File: src/i2cra_pkg.sv
// Package with the shared types and constants of the I2C register access master.
package i2cra_pkg;

	localparam logic [6:0] DEVICE_ADDRESS_RESET = 7'd44;

	typedef enum logic [4:0] {
		PH_IDLE    = 5'd0,
		PH_ST_SDA1 = 5'd1,
		PH_ST_SCLH = 5'd2,
		PH_ST_SDA0 = 5'd3,
		PH_ST_SCLL = 5'd4,
		PH_TX_DATA = 5'd5,
		PH_TX_SCLH = 5'd6,
		PH_TX_SCLL = 5'd7,
		PH_TA_SDA1 = 5'd8,
		PH_TA_SCLH = 5'd9,
		PH_TA_SAMP = 5'd10,
		PH_TA_SCLL = 5'd11,
		PH_RX_REL  = 5'd12,
		PH_RX_SCLH = 5'd13,
		PH_RX_SCLL = 5'd14,
		PH_RA_DRV  = 5'd15,
		PH_RA_SCLH = 5'd16,
		PH_RA_SCLL = 5'd17,
		PH_RA_REL  = 5'd18,
		PH_SP_SDA0 = 5'd19,
		PH_SP_SCLH = 5'd20,
		PH_SP_SDA1 = 5'd21
	} phase_t;

	typedef enum logic [2:0] {
		STG_ADDRW = 3'd0,
		STG_REG   = 3'd1,
		STG_VAL   = 3'd2,
		STG_ADDRR = 3'd3,
		STG_DATA  = 3'd4
	} stage_t;

	typedef enum logic [1:0] {
		CMD_TICK  = 2'd0,
		CMD_WRITE = 2'd1,
		CMD_READ  = 2'd2,
		CMD_RSVD  = 2'd3
	} cmd_t;

	typedef struct packed {
		cmd_t       cmd;
		logic [7:0] reg_addr;
		logic [7:0] write_value;
		logic [7:0] read_count;
		logic       sda_in;
	} req_t;

	typedef struct packed {
		phase_t     phase;
		logic [3:0] bit_index;
		logic [7:0] shift_byte;
		logic [7:0] bytes_remaining;
		logic       ack_good;
		logic [7:0] latched_register;
		logic [7:0] latched_value;
		logic       read_mode;
		stage_t     stage;
		logic       scl_drive;
		logic       sda_drive;
	} bus_state_t;

	typedef struct packed {
		logic       scl_level;
		logic       sda_level;
		logic       busy_res;
		logic       done_res;
		logic       success;
		logic [7:0] data_byte;
		logic       data_valid;
		logic       last_byte;
	} res_t;

	localparam bus_state_t BUS_STATE_RESET = '{
		phase:            PH_IDLE,
		bit_index:        4'd0,
		shift_byte:       8'd0,
		bytes_remaining:  8'd0,
		ack_good:         1'b1,
		latched_register: 8'd0,
		latched_value:    8'd0,
		read_mode:        1'b0,
		stage:            STG_ADDRW,
		scl_drive:        1'b1,
		sda_drive:        1'b1
	};

endpackage

File: src/i2cra_step.sv
// Next-state and result logic for one bus tick of the I2C register access master.
module i2cra_step (
	input  i2cra_pkg::bus_state_t cur,
	input  i2cra_pkg::req_t       req,
	input  logic [6:0]            device_address,
	output i2cra_pkg::bus_state_t nxt,
	output i2cra_pkg::res_t       res
);
	import i2cra_pkg::*;

	bus_state_t st;
	logic [3:0] bit_inc;
	logic [7:0] br_dec;

	always_comb begin
		st = cur;
		if (cur.phase == PH_IDLE && (req.cmd == CMD_WRITE || req.cmd == CMD_READ)) begin
			st.read_mode        = (req.cmd == CMD_READ);
			st.latched_register = req.reg_addr;
			st.latched_value    = req.write_value;
			st.bytes_remaining  = req.read_count;
			st.ack_good         = 1'b1;
			st.stage            = STG_ADDRW;
			st.bit_index        = 4'd0;
			st.shift_byte       = 8'd0;
			st.phase            = PH_ST_SDA1;
		end

		nxt     = st;
		bit_inc = st.bit_index + 4'd1;
		br_dec  = (st.bytes_remaining != 8'd0) ? st.bytes_remaining - 8'd1
			: st.bytes_remaining;
		res     = '0;

		unique case (st.phase)
			PH_IDLE: begin
			end
			PH_ST_SDA1: begin
				nxt.sda_drive = 1'b1;
				nxt.phase     = PH_ST_SCLH;
			end
			PH_ST_SCLH: begin
				nxt.scl_drive = 1'b1;
				nxt.phase     = PH_ST_SDA0;
			end
			PH_ST_SDA0: begin
				nxt.sda_drive = 1'b0;
				nxt.phase     = PH_ST_SCLL;
			end
			PH_ST_SCLL: begin
				nxt.scl_drive  = 1'b0;
				nxt.shift_byte = {device_address, (st.stage == STG_ADDRR)};
				nxt.bit_index  = 4'd0;
				nxt.phase      = PH_TX_DATA;
			end
			PH_TX_DATA: begin
				nxt.sda_drive = st.shift_byte[7];
				nxt.phase     = PH_TX_SCLH;
			end
			PH_TX_SCLH: begin
				nxt.scl_drive = 1'b1;
				nxt.phase     = PH_TX_SCLL;
			end
			PH_TX_SCLL: begin
				nxt.scl_drive  = 1'b0;
				nxt.shift_byte = {st.shift_byte[6:0], 1'b0};
				nxt.bit_index  = bit_inc;
				nxt.phase      = (bit_inc >= 4'd8) ? PH_TA_SDA1 : PH_TX_DATA;
			end
			PH_TA_SDA1: begin
				nxt.sda_drive = 1'b1;
				nxt.phase     = PH_TA_SCLH;
			end
			PH_TA_SCLH: begin
				nxt.scl_drive = 1'b1;
				nxt.phase     = PH_TA_SAMP;
			end
			PH_TA_SAMP: begin
				if (req.sda_in) begin
					nxt.ack_good = 1'b0;
				end
				nxt.phase = PH_TA_SCLL;
			end
			PH_TA_SCLL: begin
				nxt.scl_drive = 1'b0;
				if (st.stage == STG_ADDRW) begin
					nxt.stage      = STG_REG;
					nxt.shift_byte = st.latched_register;
					nxt.bit_index  = 4'd0;
					nxt.phase      = PH_TX_DATA;
				end else if (st.stage == STG_REG) begin
					if (st.read_mode) begin
						nxt.stage = STG_ADDRR;
						nxt.phase = PH_ST_SDA1;
					end else begin
						nxt.stage      = STG_VAL;
						nxt.shift_byte = st.latched_value;
						nxt.bit_index  = 4'd0;
						nxt.phase      = PH_TX_DATA;
					end
				end else if (st.stage == STG_ADDRR && st.ack_good
						&& st.bytes_remaining != 8'd0) begin
					nxt.stage = STG_DATA;
					nxt.phase = PH_RX_REL;
				end else begin
					nxt.phase = PH_SP_SDA0;
				end
			end
			PH_RX_REL: begin
				nxt.sda_drive  = 1'b1;
				nxt.shift_byte = 8'd0;
				nxt.bit_index  = 4'd0;
				nxt.phase      = PH_RX_SCLH;
			end
			PH_RX_SCLH: begin
				nxt.scl_drive  = 1'b1;
				nxt.shift_byte = {st.shift_byte[6:0], req.sda_in};
				nxt.phase      = PH_RX_SCLL;
			end
			PH_RX_SCLL: begin
				nxt.scl_drive = 1'b0;
				nxt.bit_index = bit_inc;
				if (bit_inc >= 4'd8) begin
					res.data_valid = 1'b1;
					res.data_byte  = st.shift_byte;
					res.last_byte  = (st.bytes_remaining == 8'd1);
					nxt.phase      = PH_RA_DRV;
				end else begin
					nxt.phase = PH_RX_SCLH;
				end
			end
			PH_RA_DRV: begin
				nxt.sda_drive = (st.bytes_remaining == 8'd1);
				nxt.phase     = PH_RA_SCLH;
			end
			PH_RA_SCLH: begin
				nxt.scl_drive = 1'b1;
				nxt.phase     = PH_RA_SCLL;
			end
			PH_RA_SCLL: begin
				nxt.scl_drive = 1'b0;
				nxt.phase     = PH_RA_REL;
			end
			PH_RA_REL: begin
				nxt.sda_drive       = 1'b1;
				nxt.bytes_remaining = br_dec;
				nxt.phase           = (br_dec == 8'd0) ? PH_SP_SDA0 : PH_RX_REL;
			end
			PH_SP_SDA0: begin
				nxt.sda_drive = 1'b0;
				nxt.phase     = PH_SP_SCLH;
			end
			PH_SP_SCLH: begin
				nxt.scl_drive = 1'b1;
				nxt.phase     = PH_SP_SDA1;
			end
			PH_SP_SDA1: begin
				nxt.sda_drive = 1'b1;
				res.done_res  = 1'b1;
				res.success   = st.ack_good;
				nxt.phase     = PH_IDLE;
			end
			default: begin
				nxt.scl_drive = 1'b1;
				nxt.sda_drive = 1'b1;
				nxt.phase     = PH_IDLE;
			end
		endcase

		res.scl_level = nxt.scl_drive;
		res.sda_level = nxt.sda_drive;
		res.busy_res  = (nxt.phase != PH_IDLE);
	end

endmodule

File: src/i2c_register_access_master_top.sv
// Top level of the I2C register access master: input register, bus state and result register.
//
// Each input beat is one bus tick. A beat is registered in the input register, stepped through the bus
// state machine combinationally, and its result beat is registered in the output register. The block
// takes one beat per cycle whenever the output side takes its results. The rate is set by the bus state
// register, which is updated once per tick. The device address register must be written with cfg_we
// only while no transaction is in progress; the block itself does not enforce this.
module i2c_register_access_master_top (
	input  logic       clk,
	input  logic       arst_n,
	input  logic       cfg_we,
	input  logic [6:0] cfg_wdata,
	input  logic       in_valid,
	output logic       in_ready,
	input  logic [1:0] cmd,
	input  logic [7:0] reg_addr,
	input  logic [7:0] write_value,
	input  logic [7:0] read_count,
	input  logic       sda_in,
	output logic       out_valid,
	input  logic       out_ready,
	output logic       scl_level,
	output logic       sda_level,
	output logic       busy_res,
	output logic       done_res,
	output logic       success,
	output logic [7:0] data_byte,
	output logic       data_valid,
	output logic       last_byte
);
	import i2cra_pkg::*;

	logic [6:0] dev_addr_q;
	bus_state_t bus_q;
	bus_state_t bus_nxt;
	req_t       req_s1;
	logic       valid_s1;
	res_t       res_c;
	res_t       res_s2;
	logic       valid_s2;
	logic       advance;

	assign advance  = !valid_s2 || out_ready;
	assign in_ready = !valid_s1 || advance;

	always_ff @(posedge clk or negedge arst_n) begin
		if (!arst_n) begin
			dev_addr_q <= DEVICE_ADDRESS_RESET;
		end else if (cfg_we) begin
			dev_addr_q <= cfg_wdata;
		end
	end

	always_ff @(posedge clk or negedge arst_n) begin
		if (!arst_n) begin
			valid_s1 <= 1'b0;
		end else if (in_valid && in_ready) begin
			valid_s1 <= 1'b1;
		end else if (advance) begin
			valid_s1 <= 1'b0;
		end
	end

	always_ff @(posedge clk) begin
		if (in_valid && in_ready) begin
			req_s1 <= '{
				cmd:         cmd_t'(cmd),
				reg_addr:    reg_addr,
				write_value: write_value,
				read_count:  read_count,
				sda_in:      sda_in
			};
		end
	end

	i2cra_step u_step (
		.cur            (bus_q),
		.req            (req_s1),
		.device_address (dev_addr_q),
		.nxt            (bus_nxt),
		.res            (res_c)
	);

	always_ff @(posedge clk or negedge arst_n) begin
		if (!arst_n) begin
			bus_q <= BUS_STATE_RESET;
		end else if (valid_s1 && advance) begin
			bus_q <= bus_nxt;
		end
	end

	always_ff @(posedge clk or negedge arst_n) begin
		if (!arst_n) begin
			valid_s2 <= 1'b0;
		end else if (advance) begin
			valid_s2 <= valid_s1;
		end
	end

	always_ff @(posedge clk) begin
		if (valid_s1 && advance) begin
			res_s2 <= res_c;
		end
	end

	assign out_valid  = valid_s2;
	assign scl_level  = res_s2.scl_level;
	assign sda_level  = res_s2.sda_level;
	assign busy_res   = res_s2.busy_res;
	assign done_res   = res_s2.done_res;
	assign success    = res_s2.success;
	assign data_byte  = res_s2.data_byte;
	assign data_valid = res_s2.data_valid;
	assign last_byte  = res_s2.last_byte;

endmodule

File: config.mk
export PLATFORM = sky130hd
export DESIGN_NAME = i2c_register_access_master_top
export DESIGN_NICKNAME = d
export VERILOG_FILES = /design/src/i2cra_pkg.sv /design/src/i2cra_step.sv /design/src/i2c_register_access_master_top.sv
export SDC_FILE = /design/constraint.sdc
export NUM_CORES = 1
export LEC_CHECK = 0
export ABC_AREA = 0
export BUFFER_PORTS_ARGS = -buffer_cell sky130_fd_sc_hd__buf_2
export CAP_MARGIN = 20
export CORE_MARGIN = 3
export CORE_UTILIZATION = 43
export DETAILED_ROUTE_END_ITERATION = 8
export SLEW_MARGIN = 30
export SYNTH_ARGS = -nofsm -noshare
export SYNTH_HDL_FRONTEND = slang
export SYNTH_SLANG_ARGS = --single-unit
File: constraint.sdc
create_clock -name clk -period 3.7 [get_ports clk]
set_input_delay 1.11 -clock clk [delete_from_list [all_inputs] [get_ports clk]]
set_output_delay 1.11 -clock clk [all_outputs]
set_load 0.1 [all_outputs]
==> Yosys cells after proc, flatten, opt, wreduce, memory -nomap -nowiden <==
Index checks and enable logic that the tools add are counted.
Widths: inputs -> output; s select.
{ "op_classes": {"n_addsub": 2, "order_cmp": 1, "n_eq_ne": 26, "mux": 28, "reduce_logical": 24} }
{ "op_table": {"columns": ["cell", "count"], "rows": [
  ["$pmux 5 s21", 1],
  ["$mux 46", 1],
  ["$eq 5x4->1 const B", 8],
  ["$pmux 8 s5", 1],
  ["$eq 5x5->1 const B", 6],
  ["$mux 12", 2],
  ["$eq 5x3->1 const B", 4],
  ["$mux 17", 1],
  ["$mux 8", 2],
  ["$mux 3", 5],
  ["$mux 5", 3],
  ["$reduce_or 13->1", 1],
  ["$pmux 4 s3", 1],
  ["$reduce_or 11->1", 1],
  ["$eq 5x2->1 const B", 2],
  ["$logic_not 5->1", 2],
  ["$eq 8x1->1 const B", 1],
  ["$logic_not 8->1", 1],
  ["$reduce_bool 8->1", 1],
  ["$sub 8x1->8 const B", 1],
  ["$mux 2", 3],
  ["$reduce_or 2->1", 3],
  ["$eq 5x1->1 const B", 1],
  ["$logic_and 1x1->1", 5],
  ["17 further kinds", 24]
]} }
{ "word_totals": {"register_bits": 99, "in_bits": 39, "output_inout_bits": 17, "wordCells": 108} }

==> Depth between registers and ports, before layout <==
Gate-level depths: netlist (run 1).
{ "logic_depth": {"word_depth": 12, "ltp_mapped": 13, "depth_no_buf": 12} }

==> Hierarchy <==
Synthesis (run 1) repeated with hierarchy kept, for this count alone.
{ "unflattened": {"cells_unflattened": 511, "area_unflattened_um2": 5440.2} }
{ "by_module_without_submodules": {"columns": ["module", "n_inst", "cells_per_inst", "area_per_inst_um2", "seq_area_each_um2"], "rows": [
  ["i2c_register_access_master_top", 1, 167, 3439.5, 2695.1],
  ["i2cra_step", 1, 344, 2000.7, 0.0]
]} }

==> Worst setup path before layout (run 1) <==
No wires, ideal clock.
{ "synth_timing": {"kind": "reg2reg", "startpoint": "reg req_s1[26] in the netlist's numbering", "endpoint": "reg bus_q[45] in the netlist's numbering", "setup_time_ns": 0.124, "arrival_ns": 3.101, "required_ns": 3.576, "path_slack_ns": 0.475, "stages_incl_launch_ff": 12, "path_buffers": 1, "period_less_slack_ns": 3.225, "cell_sequence": "edfxtp_1 > ha_1 > nor3_4 > nand2_2 > mux2i_2 > ha_1 > buf_2 > or3b_2 > a211oi_1 > o22a_1 > o211ai_2 > o31a_1"} }
{ "synth_between": {"elab_chain_len": 11, "elab_cells_between_ends": 44, "cone_classes": "add/sub: 2; order compare: 1; eq/ne: 24; mux: 9; reduce/logical: 8"} }
{ "synth_rtl": {"columns": ["element", "line", "rtl"], "rows": [
  ["start, declared", "i2c_register_access_master_top.sv:36", "req_t req_s1;"],
  ["start signal, assigned", "i2c_register_access_master_top.sv:66", "req_s1 <= '{"],
  ["$eq 2x1->1 / $eq 2x2->1 (equally long branches)", "i2cra_step.sv:17, i2cra_step.sv:18", null],
  ["$logic_or 1x1->1", "i2cra_step.sv:17", "if (cur.phase == PH_IDLE && (req.cmd == CMD_WRITE || req.cmd == CMD_READ)) begin"],
  ["$logic_and 1x1->1", "i2cra_step.sv:17", null],
  ["$mux 46 *", "i2cra_step.sv:17", null],
  ["branches (longest 6 deep; another with $sub 8x1->8)", null, null],
  ["$pmux 5 s21 *", "i2cra_step.sv:35", "unique case (st.phase)"],
  ["end signal, assigned", "i2c_register_access_master_top.sv:88", "bus_q <= bus_nxt;"],
  ["end, declared", "i2c_register_access_master_top.sv:34", "bus_state_t bus_q;"]
]} }
Mark *: on every way between the ends.
A chain may end at the register's enable or synchronous reset.

==> Final worst setup path (run 1) <==
{ "layout_timing": {"startpoint": "reg req_s1[25] in the netlist's numbering", "endpoint": "reg bus_q[45] in the netlist's numbering"} }
Same word-level chain as after synthesis.

==> results of run 1 <==
state kept, by name, indices dropped and copies added, names as in the netlist:
register / count
last_byte: 1
success: 1
out_valid: 1
req_s1: 27
sda_level: 1
data_valid: 1
done_res: 1
data_byte: 8
bus_q: 48
busy_res: 1
scl_level: 1
valid_s1: 1
dev_addr_q: 7
where the power goes:
| group | leakage [nW] | switching, mW | total, mW | internal [mW] |
|---|---|---|---|---|
| clock network | 0.160 | 0.444 | 0.994 | 0.550 |
| logic | 1.20 | 1.17 | 1.88 | 0.711 |
| registers | 1.11 | 0.227 | 1.63 | 1.41 |
through the flow:
step           power (mW)  hold WS [ns]  instance area, sq um  setup slack, ns
2_1_floorplan        3.05         0.455                  5260            0.475
3_3_place_gp         3.47         0.461                  5730            0.443
3_5_place_dp         3.50         0.468                  5730            0.307
4_1_cts              4.51         0.485                  6060            0.269
5_1_grt              4.79         0.498                  6060           0.0311
6_report             4.51         0.480                  6060            0.242
worst reg2reg max path: cells and delay by family, from the launching register on:
family | cells | cell delay [ns]
buf+inv | 1 | 0.04
compound gates | 4 | 1.18
simple gates | 3 | 0.81
fa+ha+maj | 2 | 0.64
flops | 1 | 0.33
mux | 1 | 0.36
final cells by class:
type / count / share of cell area (%)
Timing Repair Buffer: 72 / 7.06
Inverter: 10 / 0.620
Clock buffer: 9 / 3.72
Tap cell: 143 / 2.95
Clock inverter: 7 / 1.69
Multi-Input combinational cell: 337 / 39.5
Sequential cell: 99 / 44.5
cell usage after synthesis, drive strengths merged, types with 9 or more instances:
library cell | n | area [sq um]
dfrtp | 51 | 1280
edfxtp | 42 | 1260
o21ai | 35 | 179
nand2 | 32 | 123
mux2 | 29 | 327
nor2 | 23 | 88.8
clkbuf | 19 | 71.3
a21oi | 17 | 85.1
nand3 | 15 | 75.1
and2 | 14 | 87.6
nor3 | 13 | 87.6
nand2b | 12 | 75.1
inv | 10 | 37.5
buf | 9 | 66.3
nor2b | 9 | 56.3
or3 | 9 | 56.3
final timing paths:
check	from	end	slack, ns	depth (start not counted)
max in group asynchronous	arst_n	bus_q[22]$_DFFE_PN1P_	2.62	2
worst max-delay path	req_s1[25]$_DFFE_PP_	bus_q[45]$_DFFE_PN0P_	0.24	11
min in group asynchronous	arst_n	bus_q[42]$_DFFE_PN0P_	0.75	2
worst min-delay path	req_s1[17]$_DFFE_PP_	bus_q[14]$_DFFE_PN0P_	0.48	1
worst max register to register	req_s1[25]$_DFFE_PP_	bus_q[45]$_DFFE_PN0P_	0.24	11
worst min register to register	req_s1[17]$_DFFE_PP_	bus_q[14]$_DFFE_PN0P_	0.48	1
per-layer routing:
layer	wire length (microns)	track usage [%]
met5	0	0
met3	751	3.32
met4	195	7.03
met1	6150	30.1
met2	5500	28.0
cells in the final DEF, fill, tap and decap left out, drive strengths merged, types with 8 or more instances in the layout:
cell type  netlist  final
edfxtp          42     42
nand3           15     15
nand2           32     32
nand2b          12     12
nand4            8      8
or3              9      9
and2            14     14
nor2b            9      9
inv             10     14
a21oi           17     17
buf              9     72
nor3            13     13
mux2            29     29
clkbuf          19      9
o21ai           35     35
dfrtp           51     51
nor2            23     23
mux2i            8      8
logic make-up (layout without fill, tap and decap cells):
kind of cell	Yosys count	count (layout)	share of synthesized area, %
fa+ha+maj	4	4	0.951
compound gates	135	135	19.2
simple gates	154	154	16.3
flops	99	99	51.2
buf+inv	38	98	3.33
mux	37	37	7.80
xor+xnor	7	7	1.17
==> summary.txt, run 1 <==
Run status
  • Status: completed

Floorplanning
  • IO Pins: 56
  • Full die area: roughly 0.014 sq mm
  • Die Y: ~120 microns
  • Initial Utilization: about 45%
  • Die X: between 100 and 150 microns
  • Num rows: 39
  • Core area: around 0.012 sq mm

Yosys
  • Ys async rst share: between 50% and 60%
  • Post-synth cell types: 71
  • Post-synth EDFFs: between 40 and 50
  • Syn Nets: 517
  • Synthesized instance count: about 470
  • Seq/Total Area, Yosys: 51.2%
  • Mapped cell area: about 0.0053 sq mm
  • Post-Syn Area per Cell: 11.1 sq um
  • Syn. warnings: 0
  • Prevailing post-synth register cell: dfrtp_1
  • FF+latch count, synth: a little under 100

Layout
  • Post-layout nets: ~570
  • Fin cells: about 680
  • # diodes: 0
  • Final core utilization: roughly half
  • Synth-to-layout area growth: 15.1%
  • Share of cells above drive strength 1: 26.8%
  • Multi-input logic area: 0.00239 sq mm
  • Register Area: ~0.0027 sq mm
  • Fillers: slightly above 1000

Worst setup path
  • Critical Path Max Stage Delay: 0.50 ns
  • CP bufs+invs: 1
  • Critical path peak fanout: 10
  • Cell repeated most along the worst path: ha_1
  • Crit path capture type: flip-flop
  • CP top delay family: compound AO/OA/AOI/OAI gates
  • CP Launch Type: flip-flop
  • Crit-path slowest cell: a2111oi_0
  • Critical-path cell list: inv_1 -> ha_1 -> nor3_4 -> nand2_2 -> mux2i_1 -> ha_1 -> or3b_2 -> a2111oi_0 -> o22a_1 -> o211ai_2 -> o31a_1
  • CP Class: flip-flop to flip-flop
  • Critical Path RT: 3.94 ns
  • Worst Path Arrival: roughly 3.7 ns

Timing
  • Setup TNS: 0 ns
  • Final setup fails: 0
  • Max-Slew Margin vs Limit: about 37%
  • F_max: ~290 MHz
  • RSZ-0062 raised after global routing: no
  • Final Slew Violations: 0
  • Slew @ Worst Pin: about 0.94 ns
  • Fin crit share: just over 90%
  • Fin. Hold Viols: 0
  • Skew final: slightly below 0.008 ns
  • Post-layout min period: roughly 3.5 ns

Global route
  • Antenna violations before repair: 0
  • Global-route wire length before repair: just over 20 mm
  • Total track usage: approximately a fifth
  • GRT overflow: 0
  • Vias in the first global route: 3847
  • Largest net degree at the start of global routing: 58

CTS
  • TritonCTS Buffers: 9
  • Clock slew seen by the registers of the worst setup and hold paths: about 0.070 ns
  • Hold buffer count at CTS: 0
  • Root buffer cell: clkbuf_16
  • CTS tree: built
  • CTS max path bufs: 2
  • Clock sinks: just under 100
  • H-tree depth: 3
  • CTS resizes: 0
  • Post-CTS Setup Inserts: 0
  • Skew-Pair Late Insertion Delay: 0.35 ns

Power and ir drop
  • Worst vdd ir: ~0.00037 V
  • P_leak: around 2.5 nW
  • Pwr Density: about 740 mW/mm^2

Place
  • Port Buffers: 55
  • GP Congestion: just over 0.9
  • HPWL after DPL: between 9 and 10 mm
  • Placed cell count: between 600 and 700

Min path
  • Hold Path Class: flip-flop to flip-flop

Detailed routing
  • DR iter-0 viols: 342
  • Routed vias/inst: 5.93
  • DR WL/cell: between 15 and 20 microns
  • Final Routed Wirelength: roughly 13 mm
  • DRC Markers: 0
  • Vias: 4016
  • Remaining antenna violation count: 0
  • Length of the first detailed-routing pass in iterations: 5

Flow run
  • Total of max-cap violations: 0
(Power assumes the default switching activity.)
==> inputs of run 2 (changes only) <==
- ABC_AREA: 0 -> 1
==> summary.txt, run 2 <==
Power and ir drop
  • Worst vdd ir: 0.000442 V
  • Pwr Density: ~840 mW/mm^2
  • P_leak: 2.84 nW

Timing
  • Skew final: about 0.015 ns
  • Final setup fails: 0
  • Fin crit share: between 80% and 90%
  • Slew @ Worst Pin: 0.561 ns
  • F_max: about 320 MHz
  • Max-Slew Margin vs Limit: 62.6%
  • Setup TNS: 0 ns
  • RSZ-0062 raised after global routing: no
  • Fin. Hold Viols: 0
  • Final Slew Violations: 0
  • Post-layout min period: 3.09 ns

CTS
  • CTS max path bufs: 2
  • TritonCTS Buffers: 9
  • H-tree depth: 3
  • Skew-Pair Late Insertion Delay: about 0.36 ns
  • Clock sinks: 99
  • Hold buffer count at CTS: 0
  • CTS resizes: 0
  • CTS tree: built
  • Root buffer cell: clkbuf_16
  • Post-CTS Setup Inserts: 0
  • Clock slew seen by the registers of the worst setup and hold paths: roughly 0.080 ns

Layout
  • Most frequent cells in the layout: 167 x nand2_1, 78 x inv_1, 55 x buf_2
  • Synth-to-layout area growth: 13.5%
  • Fin cells: roughly 840
  • Commonest non-fill, non-tap cell in the layout: nand2_1
  • Final core utilization: between 50% and 60%
  • Post-layout nets: 730
  • Number of flip-flops under the largest register name: 48
  • Largest reg by FF count: bus_q
  • Design Area, Final: 0.00600 sq mm
  • # diodes: 0
  • Share of cells above drive strength 1: between 10% and 20%

Global route
  • M2 GR Usage: 31.0%
  • Met3 Use GR: ~4.5%
  • GRT Max-Usage Layer: met2
  • Largest net degree at the start of global routing: 36
  • Global-route wire length before repair: ~21 mm
  • GRT overflow: 0
  • Met1 Usage GRT: between 20% and 30%
  • Antenna violations before repair: 0
  • Total track usage: between 20 and 25%
  • Vias in the first global route: roughly 4300

Yosys
  • Syn. warnings: 0
  • Synthesized instance count: 632
  • Ys async rst share: a little under three fifths
  • Prevailing post-synth register cell: dfrtp_1
  • Post-Syn Area per Cell: between 8 and 9 sq um
  • Post-synth EDFFs: 42
  • Synth top area share: ~24%
  • Seq/Total Area, Yosys: between 50% and 60%
  • Most instantiated cells after synthesis: 167 x nand2_1, 78 x inv_1, 51 x dfrtp_1, 51 x o21ai_0, 50 x nor2_1
  • Mapped cell area: roughly 0.0053 sq mm
  • Post-synth cell types: 45
  • Most common cell in the netlist: nand2_1
  • FF+latch count, synth: about 100
  • Syn Nets: 675
  • Top cells by area, synth: dfrtp_1 24%, edfxtp_1 24%, nand2_1 12%
  • Synth area leader: dfrtp_1

Place
  • Port Buffers: between 50 and 60
  • GP Congestion: roughly 0.85
  • HPWL after DPL: about 9.5 mm
  • Area after DPL: roughly 0.0057 sq mm
  • Placed cell count: 819

Floorplanning
  • IO Pins: 56
  • Initial Utilization: a little under half
  • Full die area: 0.0137 sq mm
  • Core area: around 0.012 sq mm
  • Num rows: 39
  • Die X: approximately 120 microns
  • Die Y: about 120 microns

Worst setup path
  • Critical Path Max Stage Delay: 0.45 ns
  • CP top delay family: simple AND/OR/NAND/NOR gates
  • CP bufs+invs: 0
  • CP Launch Type: flip-flop
  • Cell repeated most along the worst path: nand2_1
  • Critical Path RT: 3.82 ns
  • Worst Path Arrival: roughly 3.2 ns
  • Crit-path slowest cell: dfrtp_1
  • CP Class: flip-flop to flip-flop
  • Critical-path cell list: nor2_2 -> nand3_4 -> o21ai_0 -> ha_1 -> nand2_2 -> nor2_4 -> nand2_4 -> nand4_1 -> nand2_1 -> a21oi_1 -> nand3_1 -> nor2_1 -> nand2_1
  • Crit path capture type: flip-flop
  • Critical path peak fanout: 11

Detailed routing
  • DR iter-0 viols: about 390
  • Final Routed Wirelength: around 13 mm
  • DRC Markers: 0
  • Routed vias/inst: ~5.3
  • Length of the first detailed-routing pass in iterations: 5
  • Vias: 4460
  • DR WL/cell: ~15 microns
  • Remaining antenna violation count: 0

Min path
  • Hold Path Class: flip-flop to flip-flop

Run status
  • Status: completed

Flow run
  • Total of max-cap violations: 0
run 2: changes by cell type after synthesis, moves of 9 or more:
cell / before / now
and2_1: 14 / 0
inv_1: 10 / 78
mux2_2: 28 / 5
nand2_1: 31 / 167
nand2b_1: 12 / 0
nand3_1: 15 / 34
nor2_1: 22 / 50
nor2b_1: 9 / 0
o21ai_0: 29 / 51
or3_1: 9 / 0
run 2: tightest hold or removal path, cell delays in order (launching register included):
cell and delay [ns]:
dfstp_2 0.37, nand2_1 0.05, nand2_1 0.05
run 2: final timing paths:
kind / start / end / slack [ns] / cells past startpoint
min in group asynchronous: arst_n / bus_q[8]$_DFFE_PN0P_ / 0.73 / 1
hold reg to reg: bus_q[0]$_DFFE_PN1P_ / bus_q[0]$_DFFE_PN1P_ / 0.48 / 2
setup / recovery: bus_q[45]$_DFFE_PN0P_ / busy_res$_DFFE_PP_ / 0.61 / 13
max in group asynchronous: arst_n / bus_q[1]$_DFFE_PN1P_ / 2.03 / 2
setup reg to reg: bus_q[45]$_DFFE_PN0P_ / busy_res$_DFFE_PP_ / 0.61 / 13
hold / removal: bus_q[0]$_DFFE_PN1P_ / bus_q[0]$_DFFE_PN1P_ / 0.48 / 2
run 2: power by group:
part	internal [mW]	leakage, nW	switching, mW
registers	1.48	1.08	0.169
clock network	0.470	0.134	0.448
logic	0.732	1.62	1.74
total	2.68	2.84	2.35
run 2: stage by stage:
stage / setup WS (ns) / hold slack [ns] / power [mW]
final: 0.615 / 0.475 / 5.03
after global placement: 0.737 / 0.458 / 4.11
after floorplan: 0.649 / 0.415 / 3.59
after detailed placement: 0.665 / 0.459 / 4.12
after global routing: 0.341 / 0.504 / 5.47
after CTS: 0.635 / 0.477 / 5.05
run 2: routing by layer:
layer  vias to the layer above  wire [microns]
met1                      2099            6190
li1                       2211               -
met3                        19             682
met2                       131            5590
met4                         0             233
met5                         -               0
run 2: cell families after synthesis:
| family | count (synthesis) | synth area share (%) |
|---|---|---|
| buf+inv | 104 | 7.84 |
| compound gates | 114 | 12.7 |
| flops | 99 | 51.0 |
| mux | 5 | 1.07 |
| fa+ha+maj | 4 | 0.947 |
| simple gates | 306 | 26.4 |
run 2: area by class of cell:
class | instances | area, sq um
sequential | 99 | 2700
inverter | 84 | 315
timing repair buffer | 64 | 343
tap | 143 | 179
clock buffer | 10 | 229
fill | 1141 | 5720
clock inverter | 6 | 60.1
multi-input combinational | 429 | 2170
==> inputs of run 3 (changes only) <==
- clock period: 3.7 -> 3.1 ns (I/O delays scaled with it)
==> summary.txt, run 3 (synthesis gave the netlist of run 2 again) <==
Global route
  • Vias in the first global route: between 4000 and 5000
  • Largest net degree at the start of global routing: 34
  • Total track usage: between 10% and 20%
  • Antenna violations before repair: 0
  • GRT overflow: 0
  • Global-route wire length before repair: a little over 20 mm

Power and ir drop
  • Net Sw Frac: 45.6%
  • Sequential power share: 32.4%
  • Clk pwr share: 18.4%
  • Power share of the combinational group: 49.2%
  • Worst vdd ir: between 0.0004 and 0.0005 V
  • Switch Pwr: between 2 and 3 mW
  • Internal: 3.29 mW
  • P_leak: 2.87 nW
  • Pwr Density: roughly 1000 mW/mm^2

Layout
  • Number of flip-flops under the largest register name: 48
  • Synth-to-layout area growth: 14.2%
  • Most frequent cells in the layout: 167 x nand2_1, 78 x inv_1, 55 x buf_2
  • Commonest non-fill, non-tap cell in the layout: nand2_1
  • Share of cells above drive strength 1: roughly a fifth
  • Largest reg by FF count: bus_q
  • # diodes: 0
  • Post-layout nets: ~740

Timing
  • F_max: roughly 360 MHz
  • Fin Hold WS: around 0.47 ns
  • Final setup fails: 0
  • Post-layout min period: roughly 2.8 ns
  • Setup TNS: 0 ns
  • Fin. Hold Viols: 0
  • Max-Slew Margin vs Limit: approximately 60%
  • Fin crit share: 90.3%
  • RSZ-0062 raised after global routing: no
  • Slew @ Worst Pin: 0.575 ns
  • Skew final: between 0.01 and 0.015 ns
  • Final Slew Violations: 0

Worst setup path
  • Critical Path Max Stage Delay: 0.37 ns
  • Crit-path slowest cell: edfxtp_1
  • Critical-path cell list: ha_1 -> nor2_4 -> nand3_4 -> buf_4 -> o21ai_2 -> nand2_1 -> nor2_4 -> nand2_4 -> nand3_1 -> nand2_1 -> nor2_2 -> nand2_1 -> nand2_2 -> nand3_1 -> nor2_1 -> nand2_1
  • Cell repeated most along the worst path: nand2_1
  • Critical path peak fanout: 14
  • CP Launch Type: flip-flop
  • CP top delay family: simple AND/OR/NAND/NOR gates
  • Worst Path Arrival: slightly below 3 ns
  • Worst path depth: 16
  • Critical Path RT: roughly 3.2 ns
  • Crit path capture type: flip-flop
  • CP bufs+invs: 1
  • Reg2Reg Depth: 16
  • CP Class: flip-flop to flip-flop

CTS
  • Skew-Pair Late Insertion Delay: between 0.3 and 0.4 ns
  • CTS max path bufs: 2
  • Post-CTS Setup Inserts: 0
  • CTS tree: built
  • Clock sinks: between 90 and 100
  • Hold buffer count at CTS: 0
  • Root buffer cell: clkbuf_16
  • Clock slew seen by the registers of the worst setup and hold paths: approximately 0.070 ns
  • TritonCTS Buffers: 9
  • CTS resizes: 0
  • H-tree depth: 3

Floorplanning
  • Num rows: 39
  • IO Pins: 56
  • Core area: around 0.012 sq mm
  • Die Y: roughly 120 microns
  • Die X: 117 microns
  • Initial Utilization: a little under half
  • Full die area: 0.0137 sq mm

Detailed routing
  • Length of the first detailed-routing pass in iterations: 5
  • DRC Markers: 0
  • DR WL/cell: ~15 microns
  • Final Routed Wirelength: roughly 13 mm
  • Remaining antenna violation count: 0
  • Vias: 4388
  • Routed vias/inst: 5.22
  • DR iter-0 viols: ~250

Run status
  • Status: completed

Place
  • HPWL after DPL: between 9 and 10 mm
  • GP Congestion: 0.890
  • Port Buffers: between 50 and 60

Min path
  • Hold Path Class: flip-flop to flip-flop
  • Hold path depth: 2

Flow run
  • Total of max-cap violations: 0
-- run 3: worst reg2reg max path: stages (launching register included) --
cell and delay [ns]:
edfxtp_1 0.37, ha_1 0.32, nor2_4 0.20, nand3_4 0.11, buf_4 0.24, o21ai_2 0.20, nand2_1 0.12, nor2_4 0.16
nand2_4 0.12, nand3_1 0.13, nand2_1 0.08, nor2_2 0.12, nand2_1 0.08, nand2_2 0.07, nand3_1 0.07, nor2_1 0.09
nand2_1 0.06
-- run 3: path summary, 6_finish.rpt --
path	to	slack (ns)	start
max	busy_res$_DFFE_PP_	0.30	req_s1[26]$_DFFE_PP_
min	bus_q[0]$_DFFE_PN1P_	0.47	bus_q[0]$_DFFE_PN1P_
max reg2reg	busy_res$_DFFE_PP_	0.30	req_s1[26]$_DFFE_PP_
min reg2reg	bus_q[0]$_DFFE_PN1P_	0.47	bus_q[0]$_DFFE_PN1P_
max in group asynchronous	dev_addr_q[5]$_DFFE_PN1P_	1.76	arst_n
min in group asynchronous	bus_q[11]$_DFFE_PN0P_	0.57	arst_n
-- run 3: power groups by stage --
stage	clock [mW]	sequential [mW]	combinational [mW]
final	1.11	1.95	2.97
after global routing	1.19	1.99	3.34
after CTS	1.14	1.95	2.96
after detailed placement	0	1.97	2.94
after global placement	0	1.97	2.95
after floorplan	0	2.22	2.06
-- run 3: routing by layer --
layer | wire length (microns) | up-vias | track usage [%]
met5 | 0 | - | 0
met3 | 552 | 12 | 4.99
met2 | 5610 | 113 | 30.0
li1 | - | 2225 | -
met1 | 6210 | 2038 | 27.9
met4 | 151 | 0 | 5.35
-- run 3: cell type report --
type | count | area (sq um)
inverters | 84 | 315
clock buffers | 12 | 236
fillers | 1116 | 5680
clock inverters | 4 | 51.3
flip-flops and latches | 99 | 2700
well taps | 143 | 179
repair buffers | 69 | 380
multi-input cells | 429 | 2170
-- run 3: stage by stage --
step | setup slack [ns] | area (sq um) | instances | power, mW | util, %
after floorplan | 0.113 | 5280 | 632 | 4.28 | -
after global placement | 0.343 | 5740 | 824 | 4.93 | 49.0
after detailed placement | 0.270 | 5740 | 824 | 4.92 | 49.0
after CTS | 0.245 | 6030 | 840 | 6.05 | 51.5
after global routing | 0.0145 | 6030 | 840 | 6.53 | 51.5
final | 0.302 | 6030 | 840 | 6.04 | 51.5
